$ cat src/rtl/core/hkta_pkg.sv
// Shared types, constants and character tables of the HID keyboard to ASCII block.
// Used by the interfaces and by every module under rtl/core.
package hkta_pkg;

	localparam int KEY_SLOTS     = 6;
	localparam int KEY_MAX_USAGE = 100;
	localparam int KEY_W         = 7;
	localparam int COUNT_W       = $clog2(KEY_SLOTS + 1);
	localparam int PAGE_W        = 16;
	localparam int USAGE_W       = 16;
	localparam int VALUE_W       = 32;
	localparam int CHAR_W        = 8;
	localparam int CFG_IDX_W     = 2;

	localparam logic [CHAR_W-1:0] CODE_ILLEGAL = 8'hff;
	localparam logic [CHAR_W-1:0] CODE_ERASE   = 8'h7f;

	localparam logic [PAGE_W-1:0]  RESET_KEYBOARD_PAGE = 16'h0007;
	localparam logic [USAGE_W-1:0] RESET_SHIFT_USAGE_A = 16'h00e1;
	localparam logic [USAGE_W-1:0] RESET_SHIFT_USAGE_B = 16'h00e6;

	typedef enum logic [CFG_IDX_W-1:0] {
		REG_KEYBOARD_PAGE = 2'd0,
		REG_SHIFT_USAGE_A = 2'd1,
		REG_SHIFT_USAGE_B = 2'd2
	} cfg_reg_t;

	typedef struct packed {
		logic [PAGE_W-1:0]  keyboard_page;
		logic [USAGE_W-1:0] shift_usage_a;
		logic [USAGE_W-1:0] shift_usage_b;
	} cfg_t;

	typedef struct packed {
		logic [PAGE_W-1:0]         hid_page;
		logic [USAGE_W-1:0]        usage;
		logic signed [VALUE_W-1:0] field_value;
		logic                      last_field;
	} field_t;

	typedef struct packed {
		logic              valid;
		logic [CHAR_W-1:0] char_code;
		logic              erase;
	} result_t;

	// Codes shared by both layers: control keys and the keypad.
	function automatic logic [CHAR_W-1:0] common_char(input logic [KEY_W-1:0] key);
		logic [CHAR_W-1:0] c;
		c = CODE_ILLEGAL;
		if (key >= 7'd89 && key <= 7'd97) begin
			c = 8'h31 + CHAR_W'(key - 7'd89);
		end else begin
			case (key)
				7'd40:   c = 8'h0a;
				7'd41:   c = 8'h1b;
				7'd42:   c = 8'h7f;
				7'd43:   c = 8'h09;
				7'd44:   c = 8'h20;
				7'd85:   c = 8'h2a;
				7'd86:   c = 8'h2d;
				7'd87:   c = 8'h2b;
				7'd88:   c = 8'h0a;
				7'd98:   c = 8'h30;
				7'd99:   c = 8'h2e;
				default: c = CODE_ILLEGAL;
			endcase
		end
		return c;
	endfunction

	function automatic logic [CHAR_W-1:0] plain_char(input logic [KEY_W-1:0] key);
		logic [CHAR_W-1:0] c;
		c = common_char(key);
		if (key >= 7'd4 && key <= 7'd29) begin
			c = 8'h61 + CHAR_W'(key - 7'd4);
		end else if (key >= 7'd30 && key <= 7'd38) begin
			c = 8'h31 + CHAR_W'(key - 7'd30);
		end else begin
			case (key)
				7'd39:   c = 8'h30;
				7'd45:   c = 8'h2d;
				7'd46:   c = 8'h3d;
				7'd47:   c = 8'h5b;
				7'd48:   c = 8'h5d;
				7'd49:   c = 8'h5c;
				7'd51:   c = 8'h3b;
				7'd52:   c = 8'h27;
				7'd53:   c = 8'h60;
				7'd54:   c = 8'h2c;
				7'd55:   c = 8'h2e;
				7'd56:   c = 8'h2f;
				7'd100:  c = 8'ha7;
				default: c = common_char(key);
			endcase
		end
		return c;
	endfunction

	function automatic logic [CHAR_W-1:0] shifted_char(input logic [KEY_W-1:0] key);
		logic [CHAR_W-1:0] c;
		c = common_char(key);
		if (key >= 7'd4 && key <= 7'd29) begin
			c = 8'h41 + CHAR_W'(key - 7'd4);
		end else begin
			case (key)
				7'd30:   c = 8'h21;
				7'd31:   c = 8'h40;
				7'd32:   c = 8'h23;
				7'd33:   c = 8'h24;
				7'd34:   c = 8'h25;
				7'd35:   c = 8'h5e;
				7'd36:   c = 8'h26;
				7'd37:   c = 8'h2a;
				7'd38:   c = 8'h28;
				7'd39:   c = 8'h29;
				7'd45:   c = 8'h5f;
				7'd46:   c = 8'h2b;
				7'd47:   c = 8'h7b;
				7'd48:   c = 8'h7d;
				7'd49:   c = 8'h7c;
				7'd51:   c = 8'h3a;
				7'd52:   c = 8'h22;
				7'd53:   c = 8'h7e;
				7'd54:   c = 8'h3c;
				7'd55:   c = 8'h3e;
				7'd56:   c = 8'h3f;
				7'd100:  c = 8'hb1;
				default: c = common_char(key);
			endcase
		end
		return c;
	endfunction

endpackage

$ cat src/rtl/core/hkta_if.sv
// Valid/ready channel interfaces for report fields and for characters.
// Depends on hkta_pkg for the field widths.
interface hkta_field_if;
	import hkta_pkg::*;
	logic                      valid;
	logic                      ready;
	logic [PAGE_W-1:0]         hid_page;
	logic [USAGE_W-1:0]        usage;
	logic signed [VALUE_W-1:0] field_value;
	logic                      last_field;

	modport source (output valid, hid_page, usage, field_value, last_field, input ready);
	modport sink (input valid, hid_page, usage, field_value, last_field, output ready);
endinterface

interface hkta_char_if;
	import hkta_pkg::*;
	logic              valid;
	logic              ready;
	logic [CHAR_W-1:0] char_code;
	logic              erase;

	modport source (output valid, char_code, erase, input ready);
	modport sink (input valid, char_code, erase, output ready);
endinterface

$ cat src/rtl/core/hkta_cfg.sv
// Configuration registers: keyboard page and the two shift usages.
// Depends on hkta_pkg.
module hkta_cfg (
	input  logic                           clk,
	input  logic                           arst_n,
	input  logic                           wen,
	input  logic [hkta_pkg::CFG_IDX_W-1:0] index,
	input  logic [hkta_pkg::USAGE_W-1:0]   wdata,
	output hkta_pkg::cfg_t                 cfg
);
	import hkta_pkg::*;

	cfg_t cfg_q;

	always_ff @(posedge clk or negedge arst_n) begin
		if (!arst_n) begin
			cfg_q.keyboard_page <= RESET_KEYBOARD_PAGE;
			cfg_q.shift_usage_a <= RESET_SHIFT_USAGE_A;
			cfg_q.shift_usage_b <= RESET_SHIFT_USAGE_B;
		end else if (wen) begin
			case (cfg_reg_t'(index))
				REG_KEYBOARD_PAGE: cfg_q.keyboard_page <= wdata;
				REG_SHIFT_USAGE_A: cfg_q.shift_usage_a <= wdata;
				REG_SHIFT_USAGE_B: cfg_q.shift_usage_b <= wdata;
				default: ;
			endcase
		end
	end

	assign cfg = cfg_q;
endmodule

$ cat src/rtl/core/hkta_decode.sv
// Key state of the current and previous report, and the mapping of one field to a character.
// Depends on hkta_pkg.
module hkta_decode (
	input  logic              clk,
	input  logic              arst_n,
	input  logic              step,
	input  hkta_pkg::field_t  item,
	input  hkta_pkg::cfg_t    cfg,
	output hkta_pkg::result_t res
);
	import hkta_pkg::*;

	logic [KEY_W-1:0]   held_q [KEY_SLOTS];
	logic [KEY_W-1:0]   report_q [KEY_SLOTS];
	logic [KEY_W-1:0]   report_next [KEY_SLOTS];
	logic [COUNT_W-1:0] count_q;
	logic               shift_q;

	logic               is_page;
	logic               is_shift;
	logic               is_key;
	logic               held_hit;
	logic [KEY_W-1:0]   key;
	logic [CHAR_W-1:0]  code;

	assign key      = item.usage[KEY_W-1:0];
	assign is_page  = item.hid_page == cfg.keyboard_page;
	assign is_shift = is_page && (item.usage == cfg.shift_usage_a ||
	                              item.usage == cfg.shift_usage_b);
	assign is_key   = is_page && !is_shift && item.usage != '0 &&
	                  item.usage <= USAGE_W'(KEY_MAX_USAGE);

	always_comb begin
		held_hit = 1'b0;
		for (int i = 0; i < KEY_SLOTS; i++) begin
			if (held_q[i] == key) begin
				held_hit = 1'b1;
			end
		end
	end

	always_comb begin
		for (int i = 0; i < KEY_SLOTS; i++) begin
			report_next[i] = (is_key && count_q == COUNT_W'(i)) ? key : report_q[i];
		end
	end

	assign code          = shift_q ? shifted_char(key) : plain_char(key);
	assign res.valid     = is_key && !held_hit && code != CODE_ILLEGAL;
	assign res.char_code = code;
	assign res.erase     = code == CODE_ERASE;

	always_ff @(posedge clk or negedge arst_n) begin
		if (!arst_n) begin
			for (int i = 0; i < KEY_SLOTS; i++) begin
				held_q[i]   <= '0;
				report_q[i] <= '0;
			end
			count_q <= '0;
			shift_q <= 1'b0;
		end else if (step) begin
			if (item.last_field) begin
				for (int i = 0; i < KEY_SLOTS; i++) begin
					held_q[i]   <= report_next[i];
					report_q[i] <= '0;
				end
				count_q <= '0;
				shift_q <= 1'b0;
			end else begin
				for (int i = 0; i < KEY_SLOTS; i++) begin
					report_q[i] <= report_next[i];
				end
				if (is_key && count_q != COUNT_W'(KEY_SLOTS)) begin
					count_q <= count_q + COUNT_W'(1);
				end
				if (is_shift && item.field_value != '0) begin
					shift_q <= 1'b1;
				end
			end
		end
	end
endmodule

$ cat src/rtl/core/hid_keyboard_to_ascii.sv
// HID keyboard usage to ASCII converter, US layout, top level.
// Depends on hkta_pkg, hkta_if, hkta_cfg and hkta_decode.
//
// The block takes one parsed report field per cycle and gives at most one character
// for it. A field is caught in an input register and mapped from there, where its
// key is compared with the six held keys and looked up in the character table; the
// result sits in an output register, from which the character is offered. Fields
// are taken back to back as long as the output side takes characters; while a
// character waits, the input register holds one more field and the input then
// stalls until the character is taken.
module hid_keyboard_to_ascii (
	input  logic                           clk,
	input  logic                           arst_n,
	hkta_field_if.sink                     fields,
	hkta_char_if.source                    chars,
	input  logic                           cfg_wen,
	input  logic [hkta_pkg::CFG_IDX_W-1:0] cfg_index,
	input  logic [hkta_pkg::USAGE_W-1:0]   cfg_wdata
);
	import hkta_pkg::*;

	cfg_t              cfg;
	field_t            item_s1;
	logic              valid_s1;
	logic              advance;
	result_t           res;
	logic              out_valid_q;
	logic [CHAR_W-1:0] char_q;
	logic              erase_q;

	assign advance      = valid_s1 && (!out_valid_q || chars.ready);
	assign fields.ready = !valid_s1 || advance;

	always_ff @(posedge clk or negedge arst_n) begin
		if (!arst_n) begin
			valid_s1 <= 1'b0;
		end else if (fields.ready) begin
			valid_s1 <= fields.valid;
		end
	end

	always_ff @(posedge clk) begin
		if (fields.ready && fields.valid) begin
			item_s1.hid_page    <= fields.hid_page;
			item_s1.usage       <= fields.usage;
			item_s1.field_value <= fields.field_value;
			item_s1.last_field  <= fields.last_field;
		end
	end

	hkta_cfg u_cfg (
		.clk    (clk),
		.arst_n (arst_n),
		.wen    (cfg_wen),
		.index  (cfg_index),
		.wdata  (cfg_wdata),
		.cfg    (cfg)
	);

	hkta_decode u_decode (
		.clk    (clk),
		.arst_n (arst_n),
		.step   (advance),
		.item   (item_s1),
		.cfg    (cfg),
		.res    (res)
	);

	always_ff @(posedge clk or negedge arst_n) begin
		if (!arst_n) begin
			out_valid_q <= 1'b0;
		end else if (advance) begin
			out_valid_q <= res.valid;
		end else if (chars.ready) begin
			out_valid_q <= 1'b0;
		end
	end

	always_ff @(posedge clk) begin
		if (advance && res.valid) begin
			char_q  <= res.char_code;
			erase_q <= res.erase;
		end
	end

	assign chars.valid     = out_valid_q;
	assign chars.char_code = char_q;
	assign chars.erase     = erase_q;
endmodule
$ cat src/flat_wrapper.sv
// flat-port wrapper written by rule: the top's interface ports become plain ports
module hid_keyboard_to_ascii_flat import hkta_pkg::*;
  (clk, arst_n, cfg_wen, cfg_index, cfg_wdata, fields_valid, fields_hid_page, fields_usage, fields_field_value, fields_last_field, fields_ready, chars_valid, chars_char_code, chars_erase, chars_ready);
  hkta_field_if fields_i ();
  hkta_char_if chars_i ();
  input  logic clk;
  input  logic arst_n;
  input  logic cfg_wen;
  input  logic [hkta_pkg::CFG_IDX_W-1:0] cfg_index;
  input  logic [hkta_pkg::USAGE_W-1:0] cfg_wdata;
  input wire logic [$bits(fields_i.valid)-1:0] fields_valid;
  input wire logic [$bits(fields_i.hid_page)-1:0] fields_hid_page;
  input wire logic [$bits(fields_i.usage)-1:0] fields_usage;
  input wire logic [$bits(fields_i.field_value)-1:0] fields_field_value;
  input wire logic [$bits(fields_i.last_field)-1:0] fields_last_field;
  output wire logic [$bits(fields_i.ready)-1:0] fields_ready;
  output wire logic [$bits(chars_i.valid)-1:0] chars_valid;
  output wire logic [$bits(chars_i.char_code)-1:0] chars_char_code;
  output wire logic [$bits(chars_i.erase)-1:0] chars_erase;
  input wire logic [$bits(chars_i.ready)-1:0] chars_ready;
  assign fields_i.valid = fields_valid;
  assign fields_i.hid_page = fields_hid_page;
  assign fields_i.usage = fields_usage;
  assign fields_i.field_value = fields_field_value;
  assign fields_i.last_field = fields_last_field;
  assign fields_ready = fields_i.ready;
  assign chars_valid = chars_i.valid;
  assign chars_char_code = chars_i.char_code;
  assign chars_erase = chars_i.erase;
  assign chars_i.ready = chars_ready;
  hid_keyboard_to_ascii u_core (.clk(clk), .arst_n(arst_n), .fields(fields_i), .chars(chars_i), .cfg_wen(cfg_wen), .cfg_index(cfg_index), .cfg_wdata(cfg_wdata));
endmodule
$ cat config.mk
export PLATFORM = sky130hd
export DESIGN_NAME = hid_keyboard_to_ascii_flat
export DESIGN_NICKNAME = d
export VERILOG_FILES = /design/src/rtl/core/hkta_pkg.sv /design/src/rtl/core/hkta_if.sv /design/src/rtl/core/hkta_cfg.sv /design/src/rtl/core/hkta_decode.sv /design/src/rtl/core/hid_keyboard_to_ascii.sv /design/src/flat_wrapper.sv
export SDC_FILE = /design/constraint.sdc
export NUM_CORES = 1
export LEC_CHECK = 0
export ABC_AREA = 1
export BUFFER_PORTS_ARGS = -buffer_cell sky130_fd_sc_hd__buf_4
export CAP_MARGIN = 20
export CORE_MARGIN = 3
export CORE_UTILIZATION = 67
export CTS_BUF_LIST = sky130_fd_sc_hd__clkbuf_8
export DETAILED_ROUTE_END_ITERATION = 6
export PLACE_DENSITY = 0.88
export SYNTH_ARGS = -nofsm -noshare
export SYNTH_HDL_FRONTEND = slang
export SYNTH_SLANG_ARGS = --single-unit
$ cat constraint.sdc
create_clock -name clk -period 7.5 [get_ports clk]
set_clock_uncertainty 0.15 [all_clocks]
set_input_delay 0.75 -clock clk [delete_from_list [all_inputs] [get_ports clk]]
set_output_delay 0.75 -clock clk [all_outputs]
set_load 0.02 [all_outputs]
* Word level (Yosys, flattened, before mapping)
Cells that the tools add are included.
Cells by class: add/sub/neg operators 8, magnitude comparators 7, equal/unequal tests 52, multiplexer cells 27, reduce and logical (&&, ||, !) cells 41
Operators with widths (count):
- $pmux 8 s22 | 1
- $eq 7x6->1 const B | 24
- $pmux 8 s13 | 1
- $pmux 8 s10 | 1
- $eq 7x7->1 const B | 7
- $eq 16x16->1 | 3
- $eq 7x7->1 | 6
- $mux 42 | 1
- $mux 7 | 6
- $mux 8 | 5
- $reduce_bool 32->1 | 1
- $logic_and 1x1->1 | 20
- $add 6x8->8 const A | 2
- $add 7x8->8 const A | 2
- $le 16x7->1 const B | 1
- $reduce_bool 16->1 | 1
- $eq 7x5->1 const B | 2
- $reduce_and 2->1 | 6
- $mux 1 | 10
- $eq 8x7->1 const B | 1
- $ne 8x8->1 const B | 1
- $sub 7x3->8 const B | 1
- $sub 7x5->8 const B | 1
- $sub 7x7->8 const B | 1
- other kinds (20) | 30
Word-level totals: flip-flop bits (word level) 212, input bits 88, output and inout port bits 11, logic and storage cells 160

* Depth between registers and ports, before layout
depth after elaboration 11, mapped depth 22, depth with buffers taken out 20

* Cells and area by module
Synthesis repeated with hierarchy kept, for this count alone.
Unflattened totals: cells, all modules 1380, area total of the unflattened synthesis 11603.6 um^2
Modules (own cells, without submodules):
- hkta_decode | times used 1, cells each 1077, area an instance 7215.7 um^2, sequential area each 2202.1 um^2
- hid_keyboard_to_ascii | times used 1, cells each 89, area an instance 2328.5 um^2, sequential area each 2272.2 um^2
- hkta_cfg | times used 1, cells each 214, area an instance 2059.5 um^2, sequential area each 1216.2 um^2

* Worst setup path after synthesis
Ideal clock, no wire load.
kind reg-to-reg, start register u_core.item_s1[36] (netlist name), end register u_core.char_q[0], in the netlist u_core.chars.char_code[0], enable pin, library setup time 0.378 ns, data arrival time 2.930 ns, data required time 6.972 ns, slack 4.042 ns, cell stages (with the launch flop) 19, path buffers 1, period minus slack after synthesis 3.458 ns, cell sequence edfxtp_1 > buf_2 > clkinv_1 > ha_1 > nand2_1 > inv_1 > nand2_1 > nand2_2 > nor2_8 > nand3_2 > nor2_4 > o21ai_0 > nand3_1 > nand2_1 > nand2_1 > inv_2 > nand2_1 > nor2_1 > a21oi_1
RTL lines:
- from (decl) | RTL line hid_keyboard_to_ascii.sv:23 | field_t item_s1;
- to (signal assigned) | RTL line hid_keyboard_to_ascii.sv:81 | char_q <= res.char_code;
- to (decl) | RTL line hid_keyboard_to_ascii.sv:28 | logic [CHAR_W-1:0] char_q;

==> metrics <==
status completed; Critical Path RT 7500 ps; CTS sink cnt 212; most common cell in the netlist nand2_1; HPWL after detailed placement 19700 um; TritonCTS clock tree yes; Die ar. around 19000 sq um; antenna viol nets, final 0; DIE WIDTH between 100 and 150 um; worst reg-to-reg path cell count 14; largest area contributor in the netlist dfrtp_1; CTS resizes 0; die height 137 um; max cap viols 0; Setup crit start u_core.item_s1[36]; hold_buf cts 0; list of most frequent post-synthesis cells nand2_1 (460), dfrtp_1 (126), nand3_1 (114); CTS Buffer Depth 3; PortBufs 98; Final WS setup 2900 ps; initial antenna violation count 0; EDFF count, synth 74; Avg Vias per Cell 5.82; library cells used by synthesis 43; clock slew at reported path FFs approximately 70 ps; Residual DRC 0; IO Count 99; GRT Overall Usage between 30% and 40%; DP Worst Slack 3040 ps; Hold Violations, Final 0; Area contributors post-synth dfrtp_1 (28%), edfxtp_1 (19%), nand2_1 (15%); First-pass DRT Iterations 7; Synth Cell Area 11400 sq um; Inst Count DP 1636; Root Driver clkbuf_8; grt total ovfl 0; Reg2Reg Capture Point u_core.chars.char_code[2]; H-tree levels 2; Routed WL 29900 um; VDD IR max 0.208 mV; vias in the first global route 9823; core footprint between 15000 and 20000 sq um; Synthesized Nets 1474; first-pass GRT wire length about 48000 um; YS warnings 0; Final TNS setup 0 ps; power per cell area 207 nW/um^2; hold crit path type input pin to async pin; #FFs+latches synth 212; area share of the largest cell type after synthesis 27.6%; minimum clock period 4600 ps; vias approximately 9.9k; Seq/Total Area, Yosys 49.9%; RD Place Congestion around 0.96; P_leak about 6.6 nW; ant diodes 0; Tot Pwr 2.67 mW; Cell Count, Final, Fillers Out between 1.5k and 2k; net count reported at finish 1562; Setup Buffers After CTS 0; Area Overhead vs Synth 13.3%; share of layout cells above drive strength 1 15.4%; most common flop cell mapped by yosys dfrtp_1; CTS buffer count 36; crit start category flip-flop; CP Class flip-flop to flip-flop; Initial Utilization 68.6%; Worst-Margin Slew 1090 ps; unrepaired setup endpoints after global routing false; initial DRC count 1052; asr flop ratio synth between 60% and 70%; arrival time worst endpoint 4600 ps; Max-slew headroom 27.2%; Setup violations, final 0; Avg Synthesized Cell Area 8.35 sq um; Max Fclk 0.217 GHz; Worst R2R Setup Slack between 2000 and 3000 ps; Avg WL per Cell approximately 18 um; clock latency on the worst-skew pair 540 ps; FP Rows 47; RR Startpoint u_core.item_s1[36]; crit share post-route 61.4%; CP endpoint kind flip-flop; crit-path max FO 15; largest net degree at the start of global routing 75; Cells after Synth 1367; max-slew violations 0; fin util 77.7%
## per-layer routing
| metal | GRT usage [%] | wire, um |
|---|---|---|
| met1 | 42.3 | 11800 |
| met2 | 53.9 | 14300 |
| met3 | 6.88 | 2550 |
| met4 | 14.9 | 1230 |
| met5 | 0 | 0 |
## kinds of logic after synthesis
logic type               Yosys count  synth area share, %
buffers and inverters            177                 6.52
adder cells (fa/ha/maj)           19                 2.08
AO/OA/AOI/OAI                    116                 5.60
flip-flops                       212                 49.9
XOR/XNOR                          82                 6.36
AND/OR/NAND/NOR                  761                 29.6
## report_power, final
group	switching, mW	total, mW	leakage, nW	internal [mW]
Combinational	0.217	0.348	3.60	0.131
Clock	0.471	0.995	0.427	0.523
Sequential	0.0516	1.33	2.54	1.28
## cell type report
cell class	instances	area, sq um
Multi-Input combinational cell	978	4980
Tap cell	220	275
Timing Repair Buffer	109	830
Clock inverter	23	105
Sequential cell	212	5690
Inverter	118	448
Fill cell	1086	3720
Clock buffer	43	592
## sequential cells by signal, summed over array words and instances (netlist names)
| name | flops |
|---|---|
| u_core.item_s1 | 65 |
| u_core.u_cfg.cfg | 48 |
| u_core.u_decode.held_q | 42 |
| u_core.u_decode.report_q | 42 |
| u_core.chars.char_code | 8 |
| u_core.u_decode.count_q | 3 |
| u_core.chars.erase | 1 |
| u_core.chars.valid | 1 |
| u_core.u_decode.shift_q | 1 |
| u_core.valid_s1 | 1 |
## how the worst max path moves through the flow
stage | slack [ps] | to | depth (start not counted)
after floorplan | 4040 | u_core.chars.char_code[0] | 18
after global placement | 3060 | u_core.chars.char_code[1] | 17
after detailed placement | 3040 | u_core.chars.char_code[3] | 14
after CTS | 3000 | u_core.chars.char_code[1] | 14
after global routing | 2560 | u_core.chars.char_code[6] | 14
final | 2900 | u_core.chars.char_code[2] | 14
## worst max-delay path: stages, from the launching register on
cell and delay (ps):
edfxtp_1 860, clkinv_1 610, ha_1 450, nand2_1 120, inv_1 80, a21oi_1 150
nand2_1 270, inv_1 320, o21ai_0 140, a21o_1 170, nand2_1 70, nor2_2 40
nand2_1 100, nor2_2 50, a21oi_1 620
## placed cells by master (no fill, tap or decap), types with 2 or more instances in the layout
cell / n
clkbuf_8: 43
xor2_1: 32
o211ai_1: 2
nor2_4: 5
nand2_2: 11
o2111ai_1: 4
o21ai_1: 9
nor2_8: 2
nor2_2: 11
o21ai_4: 2
ha_1: 19
a21oi_2: 2
nor3_1: 12
a31oi_1: 2
a21oi_1: 21
inv_2: 11
nand3_1: 114
buf_4: 107
nand2_1: 460
inv_4: 2
nand3b_1: 2
or2_2: 11
clkinv_1: 4
dfrtp_1: 126
nor4_1: 18
inv_1: 121
edfxtp_1: 74
nor2_1: 57
nand4_1: 52
dfstp_2: 12
xnor2_1: 49
o21ai_0: 71
nand2_4: 2
## stage by stage
step,hold WS (ps),cell area [sq um]
2_1_floorplan,299,11400
6_report,34.8,12900
3_3_place_gp,311,12200
4_1_cts,61.1,12900
3_5_place_dp,315,12200
5_1_grt,91.4,12900
Power figures use the tool's default switching activity.
